<file path="config.mk">
export PLATFORM = sky130hd
export DESIGN_NAME = sync_len_cmd_crc8_deframer
export DESIGN_NICKNAME = d
export VERILOG_FILES = /design/src/design/sldf_pkg.sv /design/src/design/sldf_pbuf.sv /design/src/design/sldf_dq.sv /design/src/design/sldf_front.sv /design/src/design/sldf_back.sv /design/src/design/sync_len_cmd_crc8_deframer.sv
export SDC_FILE = /design/constraint.sdc
export NUM_CORES = 1
export LEC_CHECK = 0
export BUFFER_PORTS_ARGS = -buffer_cell sky130_fd_sc_hd__buf_2
export CAP_MARGIN = 20
export CORE_MARGIN = 2
export CORE_UTILIZATION = 30
export CTS_CLUSTER_SIZE = 12
export DETAILED_ROUTE_END_ITERATION = 7
export MAX_ROUTING_LAYER = met4
export SLEW_MARGIN = 20
export SYNTH_ARGS = -nofsm -noshare
export SYNTH_HDL_FRONTEND = slang
export SYNTH_SLANG_ARGS = --single-unit
</file>
<file path="constraint.sdc">
create_clock -name i_clk -period 11.4 [get_ports i_clk]
set_input_delay 1.71 -clock i_clk [delete_from_list [all_inputs] [get_ports i_clk]]
set_output_delay 1.71 -clock i_clk [all_outputs]
set_load 0.05 [all_outputs]
</file>
<file path="src/design/sldf_pkg.sv">
package sldf_pkg;

    // Configuration register indexes.
    localparam logic [1:0] CFG_SYNC_VALUE = 2'd0;
    localparam logic [1:0] CFG_CRC_POLY   = 2'd1;
    localparam logic [1:0] CFG_CRC_INIT   = 2'd2;

    // Frame status codes.
    localparam logic ST_GOOD    = 1'b0;
    localparam logic ST_CRC_ERR = 1'b1;

    // Length width in a descriptor, wide enough for the largest supported payload.
    localparam int DLEN_W = 7;

    typedef struct packed {
        logic [7:0] sync_value;
        logic [7:0] crc_polynomial;
        logic [7:0] crc_initial;
    } t_cfg;

    // One finished frame, handed from the parser to the drain side.
    typedef struct packed {
        logic              status;
        logic [7:0]        command;
        logic [DLEN_W-1:0] length;
        logic [31:0]       good_count;
        logic [31:0]       err_count;
        logic              bank;
    } t_desc;

    typedef struct packed {
        logic        frame_status;
        logic [7:0]  command;
        logic [5:0]  payload_length;
        logic [7:0]  payload_byte;
        logic [4:0]  byte_index;
        logic        last;
        logic [31:0] good_frame_count;
        logic [31:0] crc_error_count;
    } t_result;

    // One byte through the CRC-8 register, MSB first, no final XOR.
    function automatic logic [7:0] crc8_byte(input logic [7:0] crc, input logic [7:0] data,
                                             input logic [7:0] poly);
        logic [7:0] c;
        c = crc ^ data;
        for (int k = 0; k < 8; k++) begin
            if (c[7]) begin
                c = {c[6:0], 1'b0} ^ poly;
            end else begin
                c = {c[6:0], 1'b0};
            end
        end
        return c;
    endfunction

endpackage

</file>
<file path="src/design/sldf_pbuf.sv">
module sldf_pbuf #(
    parameter int ADDR_W = 6
) (
    input  logic              i_clk,
    input  logic              i_we,
    input  logic [ADDR_W-1:0] i_waddr,
    input  logic [7:0]        i_wdata,
    input  logic              i_re,
    input  logic [ADDR_W-1:0] i_raddr,
    output logic [7:0]        o_rdata
);

    logic [7:0] r_mem [2**ADDR_W];
    logic [7:0] r_q;

    // Write port, fed by the parser.
    always_ff @(posedge i_clk) begin
        if (i_we) begin
            r_mem[i_waddr] <= i_wdata;
        end
    end

    // Registered read port, fed by the drain side.
    always_ff @(posedge i_clk) begin
        if (i_re) begin
            r_q <= r_mem[i_raddr];
        end
    end

    assign o_rdata = r_q;

endmodule

</file>
<file path="src/design/sldf_dq.sv">
module sldf_dq (
    input  logic             i_clk,
    input  logic             i_rst_n,
    input  logic             i_push,
    input  sldf_pkg::t_desc  i_desc,
    input  logic             i_pop,
    output sldf_pkg::t_desc  o_head,
    output logic             o_empty,
    output logic             o_full
);
    import sldf_pkg::*;

    t_desc      r_slot [2];
    logic       r_wptr;
    logic       r_rptr;
    logic [1:0] r_cnt;
    logic [1:0] n_cnt;

    assign o_head  = r_slot[r_rptr];
    assign o_empty = (r_cnt == 2'd0);
    assign o_full  = (r_cnt == 2'd2);

    // Occupancy after this cycle's push and pop.
    always_comb begin
        n_cnt = r_cnt;
        if (i_push && !i_pop) begin
            n_cnt = r_cnt + 2'd1;
        end else if (!i_push && i_pop) begin
            n_cnt = r_cnt - 2'd1;
        end
    end

    // Pointer and count registers.
    always_ff @(posedge i_clk) begin
        if (!i_rst_n) begin
            r_wptr <= 1'b0;
            r_rptr <= 1'b0;
            r_cnt  <= 2'd0;
        end else begin
            r_cnt <= n_cnt;
            if (i_push) begin
                r_wptr <= ~r_wptr;
            end
            if (i_pop) begin
                r_rptr <= ~r_rptr;
            end
        end
    end

    // Descriptor storage.
    always_ff @(posedge i_clk) begin
        if (i_push) begin
            r_slot[r_wptr] <= i_desc;
        end
    end

endmodule

</file>
<file path="src/design/sldf_front.sv">
module sldf_front #(
    parameter int MAX_PAYLOAD = 32,
    parameter int IDX_W       = 5,
    parameter int LEN_W       = 6
) (
    input  logic                i_clk,
    input  logic                i_rst_n,
    input  logic                i_accept,
    input  logic [7:0]          i_byte,
    input  sldf_pkg::t_cfg      i_cfg,
    output logic                o_push,
    output sldf_pkg::t_desc     o_desc,
    output logic                o_we,
    output logic [IDX_W:0]      o_waddr,
    output logic [7:0]          o_wdata
);
    import sldf_pkg::*;

    localparam logic [2:0] PH_SYNC    = 3'd0;
    localparam logic [2:0] PH_LEN     = 3'd1;
    localparam logic [2:0] PH_CMD     = 3'd2;
    localparam logic [2:0] PH_PAYLOAD = 3'd3;
    localparam logic [2:0] PH_CRC     = 3'd4;

    localparam logic [7:0] MAX_LEN_BYTE = 8'(MAX_PAYLOAD);

    logic [2:0]       r_phase, n_phase;
    logic [LEN_W-1:0] r_len, n_len;
    logic [LEN_W-1:0] r_pos, n_pos;
    logic [7:0]       r_cmd, n_cmd;
    logic [7:0]       r_crc, n_crc;
    logic [31:0]      r_good, n_good;
    logic [31:0]      r_bad, n_bad;
    logic             r_bank, n_bank;
    logic [LEN_W-1:0] pos_inc;
    logic             crc_ok;

    assign pos_inc = r_pos + LEN_W'(1);
    assign crc_ok  = (r_crc == i_byte);

    // Parser: one byte per transfer, frame results pushed as a descriptor.
    always_comb begin
        n_phase = r_phase;
        n_len   = r_len;
        n_pos   = r_pos;
        n_cmd   = r_cmd;
        n_crc   = r_crc;
        n_good  = r_good;
        n_bad   = r_bad;
        n_bank  = r_bank;
        o_push  = 1'b0;
        o_we    = 1'b0;
        if (i_accept) begin
            case (r_phase)
                PH_LEN: begin
                    if (i_byte > MAX_LEN_BYTE) begin
                        n_phase = PH_SYNC;
                    end else begin
                        n_len   = LEN_W'(i_byte);
                        n_phase = PH_CMD;
                    end
                end
                PH_CMD: begin
                    n_cmd   = i_byte;
                    n_pos   = '0;
                    n_crc   = crc8_byte(i_cfg.crc_initial, i_byte, i_cfg.crc_polynomial);
                    n_phase = (r_len == '0) ? PH_CRC : PH_PAYLOAD;
                end
                PH_PAYLOAD: begin
                    o_we  = 1'b1;
                    n_pos = pos_inc;
                    n_crc = crc8_byte(r_crc, i_byte, i_cfg.crc_polynomial);
                    if (pos_inc >= r_len) begin
                        n_phase = PH_CRC;
                    end
                end
                PH_CRC: begin
                    o_push  = 1'b1;
                    n_bank  = ~r_bank;
                    n_phase = PH_SYNC;
                    if (crc_ok) begin
                        n_good = r_good + 32'd1;
                    end else begin
                        n_bad = r_bad + 32'd1;
                    end
                end
                default: begin
                    n_phase = (i_byte == i_cfg.sync_value) ? PH_LEN : PH_SYNC;
                end
            endcase
        end
    end

    // Descriptor and payload buffer write.
    always_comb begin
        o_desc.status     = crc_ok ? ST_GOOD : ST_CRC_ERR;
        o_desc.command    = r_cmd;
        o_desc.length     = DLEN_W'(r_len);
        o_desc.good_count = n_good;
        o_desc.err_count  = n_bad;
        o_desc.bank       = r_bank;
        o_waddr           = {r_bank, r_pos[IDX_W-1:0]};
        o_wdata           = i_byte;
    end

    // Parser state.
    always_ff @(posedge i_clk) begin
        if (!i_rst_n) begin
            r_phase <= PH_SYNC;
            r_len   <= '0;
            r_pos   <= '0;
            r_cmd   <= 8'd0;
            r_crc   <= 8'd0;
            r_good  <= 32'd0;
            r_bad   <= 32'd0;
            r_bank  <= 1'b0;
        end else begin
            r_phase <= n_phase;
            r_len   <= n_len;
            r_pos   <= n_pos;
            r_cmd   <= n_cmd;
            r_crc   <= n_crc;
            r_good  <= n_good;
            r_bad   <= n_bad;
            r_bank  <= n_bank;
        end
    end

endmodule

</file>
<file path="src/design/sldf_back.sv">
module sldf_back #(
    parameter int IDX_W = 5
) (
    input  logic                i_clk,
    input  logic                i_rst_n,
    input  sldf_pkg::t_desc     i_head,
    input  logic                i_desc_empty,
    output logic                o_desc_pop,
    output logic                o_re,
    output logic [IDX_W:0]      o_raddr,
    input  logic [7:0]          i_rdata,
    input  logic                i_pop,
    output logic                o_empty,
    output sldf_pkg::t_result   o_result
);
    import sldf_pkg::*;

    logic [IDX_W-1:0] r_idx;
    logic             r_s1_valid;
    t_result          r_s1;
    logic             r_s1_zero;
    t_result          r_out [2];
    logic             r_owr;
    logic             r_ord;
    logic [1:0]       r_ocnt;
    logic [1:0]       n_ocnt;
    logic             pop_fire;
    logic [2:0]       room_use;
    logic             issue;
    logic             zero_item;
    logic             last_item;
    t_result          s1_next;
    t_result          s2_item;

    assign pop_fire  = i_pop && (r_ocnt != 2'd0);
    assign room_use  = 3'(r_ocnt) + 3'(r_s1_valid) - 3'(pop_fire);
    assign issue     = !i_desc_empty && (room_use < 3'd2);
    assign zero_item = (i_head.status == ST_CRC_ERR) || (i_head.length == '0);
    assign last_item = zero_item || ((DLEN_W'(r_idx) + DLEN_W'(1)) == i_head.length);

    assign o_desc_pop = issue && last_item;
    assign o_re       = issue;
    assign o_raddr    = {i_head.bank, r_idx};
    assign o_empty    = (r_ocnt == 2'd0);
    assign o_result   = r_out[r_ord];

    // Result fields for the item being issued; the byte arrives from the buffer in the next cycle.
    always_comb begin
        s1_next.frame_status     = i_head.status;
        s1_next.command          = i_head.command;
        s1_next.payload_length   = 6'(i_head.length);
        s1_next.payload_byte     = 8'd0;
        s1_next.byte_index       = zero_item ? 5'd0 : 5'(r_idx);
        s1_next.last             = last_item;
        s1_next.good_frame_count = i_head.good_count;
        s1_next.crc_error_count  = i_head.err_count;
    end

    // Merge the buffer read data into the item.
    always_comb begin
        s2_item              = r_s1;
        s2_item.payload_byte = r_s1_zero ? 8'd0 : i_rdata;
    end

    // Output queue occupancy.
    always_comb begin
        n_ocnt = r_ocnt;
        if (r_s1_valid && !pop_fire) begin
            n_ocnt = r_ocnt + 2'd1;
        end else if (!r_s1_valid && pop_fire) begin
            n_ocnt = r_ocnt - 2'd1;
        end
    end

    // Drain control: byte position, read stage and output queue pointers.
    always_ff @(posedge i_clk) begin
        if (!i_rst_n) begin
            r_idx      <= '0;
            r_s1_valid <= 1'b0;
            r_owr      <= 1'b0;
            r_ord      <= 1'b0;
            r_ocnt     <= 2'd0;
        end else begin
            r_s1_valid <= issue;
            r_ocnt     <= n_ocnt;
            if (issue) begin
                r_idx <= last_item ? '0 : r_idx + IDX_W'(1);
            end
            if (r_s1_valid) begin
                r_owr <= ~r_owr;
            end
            if (pop_fire) begin
                r_ord <= ~r_ord;
            end
        end
    end

    // Payload registers of the read stage and the output queue.
    always_ff @(posedge i_clk) begin
        if (issue) begin
            r_s1      <= s1_next;
            r_s1_zero <= zero_item;
        end
        if (r_s1_valid) begin
            r_out[r_owr] <= s2_item;
        end
    end

endmodule

</file>
<file path="src/design/sync_len_cmd_crc8_deframer.sv">
// Path: the first result of a frame passes the descriptor queue, read stage and output
// queue after the CRC byte's transfer; later results follow one per cycle while pop is held.
// Throughput: one received byte per cycle. Input stalls (full) only while two finished
// frames wait in the descriptor queue, since the payload buffer holds two frames.
// Reset is synchronous, active low: parser, counters, queues and registers return to their
// reset values; the payload buffer is not cleared.
module sync_len_cmd_crc8_deframer #(
    parameter int MAX_PAYLOAD = 32
) (
    input  logic        i_clk,
    input  logic        i_rst_n,
    input  logic        i_push,
    output logic        o_full,
    input  logic [7:0]  i_rx_byte,
    output logic        o_empty,
    input  logic        i_pop,
    output logic        o_frame_status,
    output logic [7:0]  o_command,
    output logic [5:0]  o_payload_length,
    output logic [7:0]  o_payload_byte,
    output logic [4:0]  o_byte_index,
    output logic        o_last,
    output logic [31:0] o_good_frame_count,
    output logic [31:0] o_crc_error_count,
    input  logic        i_cfg_we,
    input  logic [1:0]  i_cfg_index,
    input  logic [7:0]  i_cfg_data
);
    import sldf_pkg::*;

    localparam int IDX_W = (MAX_PAYLOAD > 1) ? $clog2(MAX_PAYLOAD) : 1;
    localparam int LEN_W = $clog2(MAX_PAYLOAD + 1);

    t_cfg           r_cfg;
    logic           accept;
    logic           dq_full;
    logic           dq_empty;
    logic           dq_push;
    logic           dq_pop;
    t_desc          dq_in;
    t_desc          dq_head;
    logic           buf_we;
    logic [IDX_W:0] buf_waddr;
    logic [7:0]     buf_wdata;
    logic           buf_re;
    logic [IDX_W:0] buf_raddr;
    logic [7:0]     buf_rdata;
    t_result        result;

    assign o_full = dq_full;
    assign accept = i_push && !dq_full;

    // Configuration registers.
    always_ff @(posedge i_clk) begin
        if (!i_rst_n) begin
            r_cfg.sync_value     <= 8'd170;
            r_cfg.crc_polynomial <= 8'd7;
            r_cfg.crc_initial    <= 8'd0;
        end else if (i_cfg_we) begin
            case (i_cfg_index)
                CFG_SYNC_VALUE: r_cfg.sync_value     <= i_cfg_data;
                CFG_CRC_POLY:   r_cfg.crc_polynomial <= i_cfg_data;
                CFG_CRC_INIT:   r_cfg.crc_initial    <= i_cfg_data;
                default: ;
            endcase
        end
    end

    // Frame parser.
    sldf_front #(
        .MAX_PAYLOAD (MAX_PAYLOAD),
        .IDX_W       (IDX_W),
        .LEN_W       (LEN_W)
    ) u_front (
        .i_clk    (i_clk),
        .i_rst_n  (i_rst_n),
        .i_accept (accept),
        .i_byte   (i_rx_byte),
        .i_cfg    (r_cfg),
        .o_push   (dq_push),
        .o_desc   (dq_in),
        .o_we     (buf_we),
        .o_waddr  (buf_waddr),
        .o_wdata  (buf_wdata)
    );

    // Two-frame payload buffer.
    sldf_pbuf #(
        .ADDR_W (IDX_W + 1)
    ) u_pbuf (
        .i_clk   (i_clk),
        .i_we    (buf_we),
        .i_waddr (buf_waddr),
        .i_wdata (buf_wdata),
        .i_re    (buf_re),
        .i_raddr (buf_raddr),
        .o_rdata (buf_rdata)
    );

    // Queue of finished frames between parser and drain.
    sldf_dq u_dq (
        .i_clk   (i_clk),
        .i_rst_n (i_rst_n),
        .i_push  (dq_push),
        .i_desc  (dq_in),
        .i_pop   (dq_pop),
        .o_head  (dq_head),
        .o_empty (dq_empty),
        .o_full  (dq_full)
    );

    // Result drain.
    sldf_back #(
        .IDX_W (IDX_W)
    ) u_back (
        .i_clk        (i_clk),
        .i_rst_n      (i_rst_n),
        .i_head       (dq_head),
        .i_desc_empty (dq_empty),
        .o_desc_pop   (dq_pop),
        .o_re         (buf_re),
        .o_raddr      (buf_raddr),
        .i_rdata      (buf_rdata),
        .i_pop        (i_pop),
        .o_empty      (o_empty),
        .o_result     (result)
    );

    assign o_frame_status     = result.frame_status;
    assign o_command          = result.command;
    assign o_payload_length   = result.payload_length;
    assign o_payload_byte     = result.payload_byte;
    assign o_byte_index       = result.byte_index;
    assign o_last             = result.last;
    assign o_good_frame_count = result.good_frame_count;
    assign o_crc_error_count  = result.crc_error_count;

endmodule
</file>
==> results of run 1 <==
-- state kept, by name, summed over array words and instances (netlist names), 6 cells and up, named ones only --
| signal | count |
|---|---|
| u_front.r_crc | 8 |
| u_pbuf.o_rdata | 8 |
| u_back.r_s1 | 85 |
| r_cfg | 24 |
| u_front.r_cmd | 8 |
| u_front.r_pos | 6 |
| u_pbuf.r_mem | 512 |
| u_back.r_out | 186 |
| u_front.r_good | 32 |
| u_front.r_bad | 32 |
| u_front.r_len | 6 |
| u_dq.r_slot | 160 |
-- power by group through the flow --
stage / Combinational [mW] / Clock (mW) / Sequential, mW
floorplan: 0.788 / 0 / 4.46
global route: 1.06 / 3.76 / 4.42
detailed placement: 1.01 / 0 / 4.50
global placement: 1.01 / 0 / 4.50
CTS: 1.01 / 3.61 / 4.42
finish: 0.997 / 3.52 / 4.42
-- Yosys cell counts (32+ instances only) --
cell type,n
nand2_1,140
xor2_1,43
o21ai_0,36
and2_1,106
mux2i_1,32
clkbuf_1,100
nor2_1,136
mux4_2,168
edfxtp_1,952
nand3_1,59
dfxtp_1,136
mux2_2,174
nor2b_1,39
xnor2_1,127
-- layout make-up --
type                    instances  area share [%]
flip-flops and latches       1088            61.6
multi-input cells            1366            24.8
clock buffers                 168            6.14
well taps                    1930            4.75
repair buffers                152            1.71
clock inverters                32           0.797
inverters                      25           0.189
diodes                          3          0.0148
-- metrics by stage --
step,instances,setup slack [ns]
after global placement,4560,5.67
after global routing,4762,5.77
after CTS,4760,6.31
final,4764,6.22
after detailed placement,4560,5.59
after floorplan,2611,4.93
-- final timing paths --
path,to,slack [ns],cells past startpoint
worst max register to register,u_front.r_crc[7],6.77,14
worst min register to register,u_back.r_out[0][84],0.42,0
worst min-delay path,u_back.r_out[0][84],0.42,0
worst max-delay path,u_front.r_crc[7],6.22,14
-- worst max-delay path, cell delays in order --
cell and delay (ns):
buf_2 0.28, xor2_4 0.41, xnor2_2 0.22, or3_1 0.41
a21o_1 0.23, and4_1 0.22, nor3_1 0.34, a2111oi_0 0.14
a2111oi_1 0.59, a31oi_1 0.16, xor2_2 0.25, mux2i_1 0.32
o221ai_1 0.17, a32o_1 0.30
-- kinds of logic (layout without fill, tap and decap cells) --
logic type | after synthesis | after routing | synth area share [%]
adder cells (fa/ha/maj) | 14 | 14 | 0.411
AO/OA/AOI/OAI | 185 | 185 | 2.98
AND/OR/NAND/NOR | 601 | 601 | 6.84
XOR/XNOR | 192 | 192 | 4.41
multiplexers | 374 | 374 | 13.6
other | 0 | 3 | 0
flip-flops | 1088 | 1088 | 70.4
buffers and inverters | 157 | 377 | 1.35
-- placed cells by master (no fill, tap or decap), types with 36 or more instances in the layout --
master	n
xnor2_1	127
nor2b_1	39
buf_2	116
and2_1	104
nand3_1	59
mux4_2	168
edfxtp_1	952
xor2_1	43
nor2_1	134
clkbuf_1	46
nand2_1	140
mux2_2	174
dfxtp_1	130
o21ai_0	36
clkbuf_16	113
-- per-layer routing --
metal / vias to the layer above / share of wire, % / track usage, %
met4: 0 / 1.9 / 3.02
li1: 10300 / - / -
met1: 11500 / 44 / 16.9
met5: - / 0 / -
met3: 139 / 5.6 / 2.06
met2: 625 / 48 / 20.6
==> impl_metrics.env, run 1 <==
export IMPL_numPortBuffers=117
export IMPL_core_um2=147000
export IMPL_p_switching_mw=2.16
export IMPL_clock_path_buffers=3
export IMPL_viasPerCell=4.75
export IMPL_post_cts_resized=0
export IMPL_vias=22600
export IMPL_grt_pass1_vias=22600
export IMPL_die_area_um2=151000
export IMPL_htreeDepth=3
export IMPL_max_freq_mhz=193
export IMPL_holdWs_ns=0.416
export IMPL_worst_slew_pin_slew_ns=1.13
export IMPL_clock_skew_ns=0.0340
export IMPL_hold_viol_final=0
export IMPL_yosys_warnings=0
export IMPL_cp_required_ns=11.97
export IMPL_fp_dieW_um=389
export IMPL_synth_cell_types=83
export IMPL_grt_overflow_total=0
export IMPL_drc=0
export IMPL_slew_headroom_pct=22.4
export IMPL_combinationalPowerShare_pct=11.2
export IMPL_drtIter0Drc=1980
export IMPL_netlist_area_um2=44500
export IMPL_multiInputGateArea_um2=12600
export IMPL_ant_nets=0
export IMPL_cts_buffers=111
export IMPL_ios=118
export IMPL_rr_startpoint="r_cfg[14]"
export IMPL_grt_pass1_wl_um=144000
export IMPL_grt_start_max_net_pins=75
export IMPL_cts_hold_buf=0
export IMPL_routedWlPerCell_um=19.9
export IMPL_crit_type="input pin to flip-flop"
export IMPL_worstHoldStart="u_back.r_s1[84]"
export IMPL_p_per_area_nw_per_um2=176
export IMPL_totalWireLength_um=94800
export IMPL_clk_latency_ns=0.69
export IMPL_p_seq_share_pct=49.4
export IMPL_synth_top_area_share_pct=64.3
export IMPL_clock_sinks=1088
export IMPL_dpl_hpwl_um=59300
export IMPL_synthArstFlopShare_pct=0
export IMPL_drive_gt1_share_pct=24.1
export IMPL_design_area_um2=50800
export IMPL_fin_nets=2781
export IMPL_fp_row_count=141
export IMPL_fillers=13900
export IMPL_p_leak_nw=16.1
export IMPL_tritoncts="done"
export IMPL_path_max_fanout=14
export IMPL_grt_usage_pct=12.8
export IMPL_swShare_pct=24.2
export IMPL_tns_ns=0
export IMPL_final_util_pct=34.5
export IMPL_drv_cap=0
export IMPL_crit_path_end_kind="flip-flop"
export IMPL_pwr_share_clk_pct=39.4
export IMPL_peakVddDrop_mv=0.117
export IMPL_synth_area_per_cell_um2=17.0
export IMPL_crit_start="i_rx_byte[7]"
export IMPL_status="finished clean"
export IMPL_finalPower_mw=8.93
export IMPL_synth_seq_cells=1088
export IMPL_setup_violations=0
export IMPL_antenna_found_initial=7
export IMPL_slew_violations=0
export IMPL_start_util_pct=30.2
export IMPL_cts_root_buf="clkbuf_16"
export IMPL_synthFlopType="edfxtp_1"
export IMPL_firstDrtPassIters=7
export IMPL_cts_setup_buffers=0
export IMPL_ff_latch_area_um2=31300
export IMPL_place_gp_congestion=0.863
export IMPL_crit_arrival_ns=5.76
export IMPL_synth_seq_area_share_pct=70.4
export IMPL_synth_area_leaders="edfxtp_1 (64%), mux4_2 (8.5%), dfxtp_1 (6.1%)"
export IMPL_cts_clk_slew_worst_paths_ns=0.06
export IMPL_placed_cell_area_um2=47300
export IMPL_cp_start_kind="input pin"
export IMPL_rsz0062_at_grt="false"
export IMPL_synthToLayoutAreaGrowth_pct=14.3
export IMPL_synth_nets=2648
export IMPL_synthCells=2611
export IMPL_hold_class="flip-flop to flip-flop"
export IMPL_synth_top_area_cell="edfxtp_1"
export IMPL_internal_power_mw=6.77
export IMPL_fin_crit_ns=5.18
export IMPL_synth_edff_count=952
export IMPL_fin_crit_sh_pct=45.5
export IMPL_die_h_um=389
Note: power is estimated with default switching activity, not from simulation.
==> run 2, diff against run 1 <==
==> constraint.sdc (replaced) <==
create_clock -name i_clk -period 4.9 [get_ports i_clk]
set_input_delay 0.735 -clock i_clk [delete_from_list [all_inputs] [get_ports i_clk]]
set_output_delay 0.735 -clock i_clk [all_outputs]
set_load 0.05 [all_outputs]
==> run 2 against run 1 <==
- via count grew 0.62%
- clock power increased by 120%
- worst setup slack got worse by 5.7 ns
- cell count increased by 1.1%
==> impl_metrics.env, run 2 (synthesis results as in run 1) <==
export IMPL_die_h_um=389
export IMPL_ff_latch_area_um2=31300
export IMPL_max_freq_mhz=230
export IMPL_routedWlPerCell_um=20.0
export IMPL_grt_start_max_net_pins=98
export IMPL_p_leak_nw=16.2
export IMPL_clock_path_buffers=3
export IMPL_hold_class="input pin to flip-flop"
export IMPL_synthToLayoutAreaGrowth_pct=14.9
export IMPL_start_util_pct=30.2
export IMPL_fin_crit_sh_pct=88.7
export IMPL_fp_row_count=141
export IMPL_cp_required_ns=5.51
export IMPL_htreeDepth=3
export IMPL_viasPerCell=4.73
export IMPL_post_place_ws_ns=0.152
export IMPL_totalWireLength_um=96200
export IMPL_drc=0
export IMPL_drv_cap=0
export IMPL_final_cell_mix="edfxtp_1 (952), mux2_2 (174), mux4_2 (168)"
export IMPL_fin_crit_ns=4.35
export IMPL_multiInputGateArea_um2=12600
export IMPL_cp_start_kind="flip-flop"
export IMPL_fin_nets=2837
export IMPL_status="finished clean"
export IMPL_p_per_area_nw_per_um2=398
export IMPL_peakVddDrop_mv=0.299
export IMPL_vias=22800
export IMPL_cts_setup_buffers=0
export IMPL_setup_violations=0
export IMPL_worst_slew_pin_slew_ns=0.991
export IMPL_cts_hold_buf=0
export IMPL_firstDrtPassIters=5
export IMPL_grt_overflow_total=0
export IMPL_path_max_fanout=10
export IMPL_dpl_hpwl_um=61800
export IMPL_rsz0062_at_grt="false"
export IMPL_grt_usage_pct=12.9
export IMPL_antenna_found_initial=6
export IMPL_clock_sinks=1088
export IMPL_hold_viol_final=0
export IMPL_tritoncts="done"
export IMPL_numPortBuffers=117
export IMPL_largest_register_ffs=512
export IMPL_place_gp_congestion=0.832
export IMPL_slew_headroom_pct=32.0
export IMPL_placed_cell_area_um2=47800
export IMPL_ios=118
export IMPL_fin_ws_ns=0.554
export IMPL_slew_violations=0
export IMPL_fillers=13900
export IMPL_reg_top3="u_pbuf.r_mem x512, u_back.r_out x186, u_dq.r_slot x160"
export IMPL_drtIter0Drc=1996
export IMPL_drive_gt1_share_pct=25.2
export IMPL_design_area_um2=51100
export IMPL_core_um2=147000
export IMPL_ant_nets=0
export IMPL_grt_pass1_vias=22600
export IMPL_cts_buffers=109
export IMPL_clk_latency_ns=0.70
export IMPL_crit_arrival_ns=4.96
export IMPL_grt_pass1_wl_um=145000
export IMPL_crit_type="flip-flop to flip-flop"
export IMPL_post_cts_resized=0
export IMPL_clock_skew_ns=0.0347
export IMPL_tns_ns=0
export IMPL_cts_root_buf="clkbuf_16"
export IMPL_layout_commonest_cell="edfxtp_1"
export IMPL_cts_clk_slew_worst_paths_ns=0.06
export IMPL_largest_register="u_pbuf.r_mem"
export IMPL_fp_dieW_um=389
export IMPL_die_area_um2=151000
export IMPL_crit_path_end_kind="flip-flop"
run 2: final timing paths:
path | start | endpoint | slack [ns] | cells past startpoint
worst min register to register | u_back.r_s1[41] | u_back.r_out[1][41] | 0.44 | 0
worst min-delay path | i_cfg_data[1] | r_cfg[17] | 0.32 | 3
worst max register to register | u_front.r_crc[7] | u_front.r_crc[4] | 0.55 | 13
worst max-delay path | u_front.r_crc[7] | u_front.r_crc[4] | 0.55 | 13
run 2: report_power, final:
| part | total [mW] | leakage [nW] | internal (mW) | switching, mW |
|---|---|---|---|---|
| Clock | 7.72 | 1.58 | 4.31 | 3.41 |
| Sequential | 10.3 | 9.72 | 10.1 | 0.149 |
| Combinational | 2.33 | 4.94 | 0.826 | 1.51 |
run 2: worst max-delay path, stage by stage, from the launching register on:
cell,delay (ns)
dfxtp_1,0.56
xor2_4,0.36
a21oi_1,0.17
o21ai_1,0.28
a211oi_1,0.15
a311oi_1,0.46
o21ai_1,0.24
a2111oi_0,0.60
a2111oi_1,0.16
a31oi_1,0.27
xor2_2,0.40
mux2i_1,0.21
o221ai_1,0.22
a32o_1,0.20
run 2: layout make-up:
| class | instances | area share (%) |
|---|---|---|
| diodes | 2 | 0.00979 |
| clock buffers | 169 | 5.92 |
| clock inverters | 25 | 0.512 |
| inverters | 25 | 0.191 |
| multi-input cells | 1366 | 24.7 |
| flip-flops and latches | 1088 | 61.3 |
| well taps | 1930 | 4.73 |
| repair buffers | 210 | 2.69 |
run 2: stage by stage:
step | instances | hold slack [ns] | utilization [%] | total power, mW
global route | 4815 | 0.313 | 34.6 | 21.1
global placement | 4619 | 0.424 | 32.4 | 12.8
finish | 4815 | 0.317 | 34.6 | 20.3
floorplan | 2611 | 0.421 | - | 12.2
detailed placement | 4619 | 0.429 | 32.4 | 12.9
CTS | 4813 | 0.272 | 34.6 | 20.6
run 2: routing by layer:
metal	vias up	share of wire (%)	GRT usage (%)
met5	-	0	-
met4	0	1.7	3.04
met3	118	5.4	2.10
met2	633	48	20.7
met1	11500	45	17.2
li1	10500	-	-
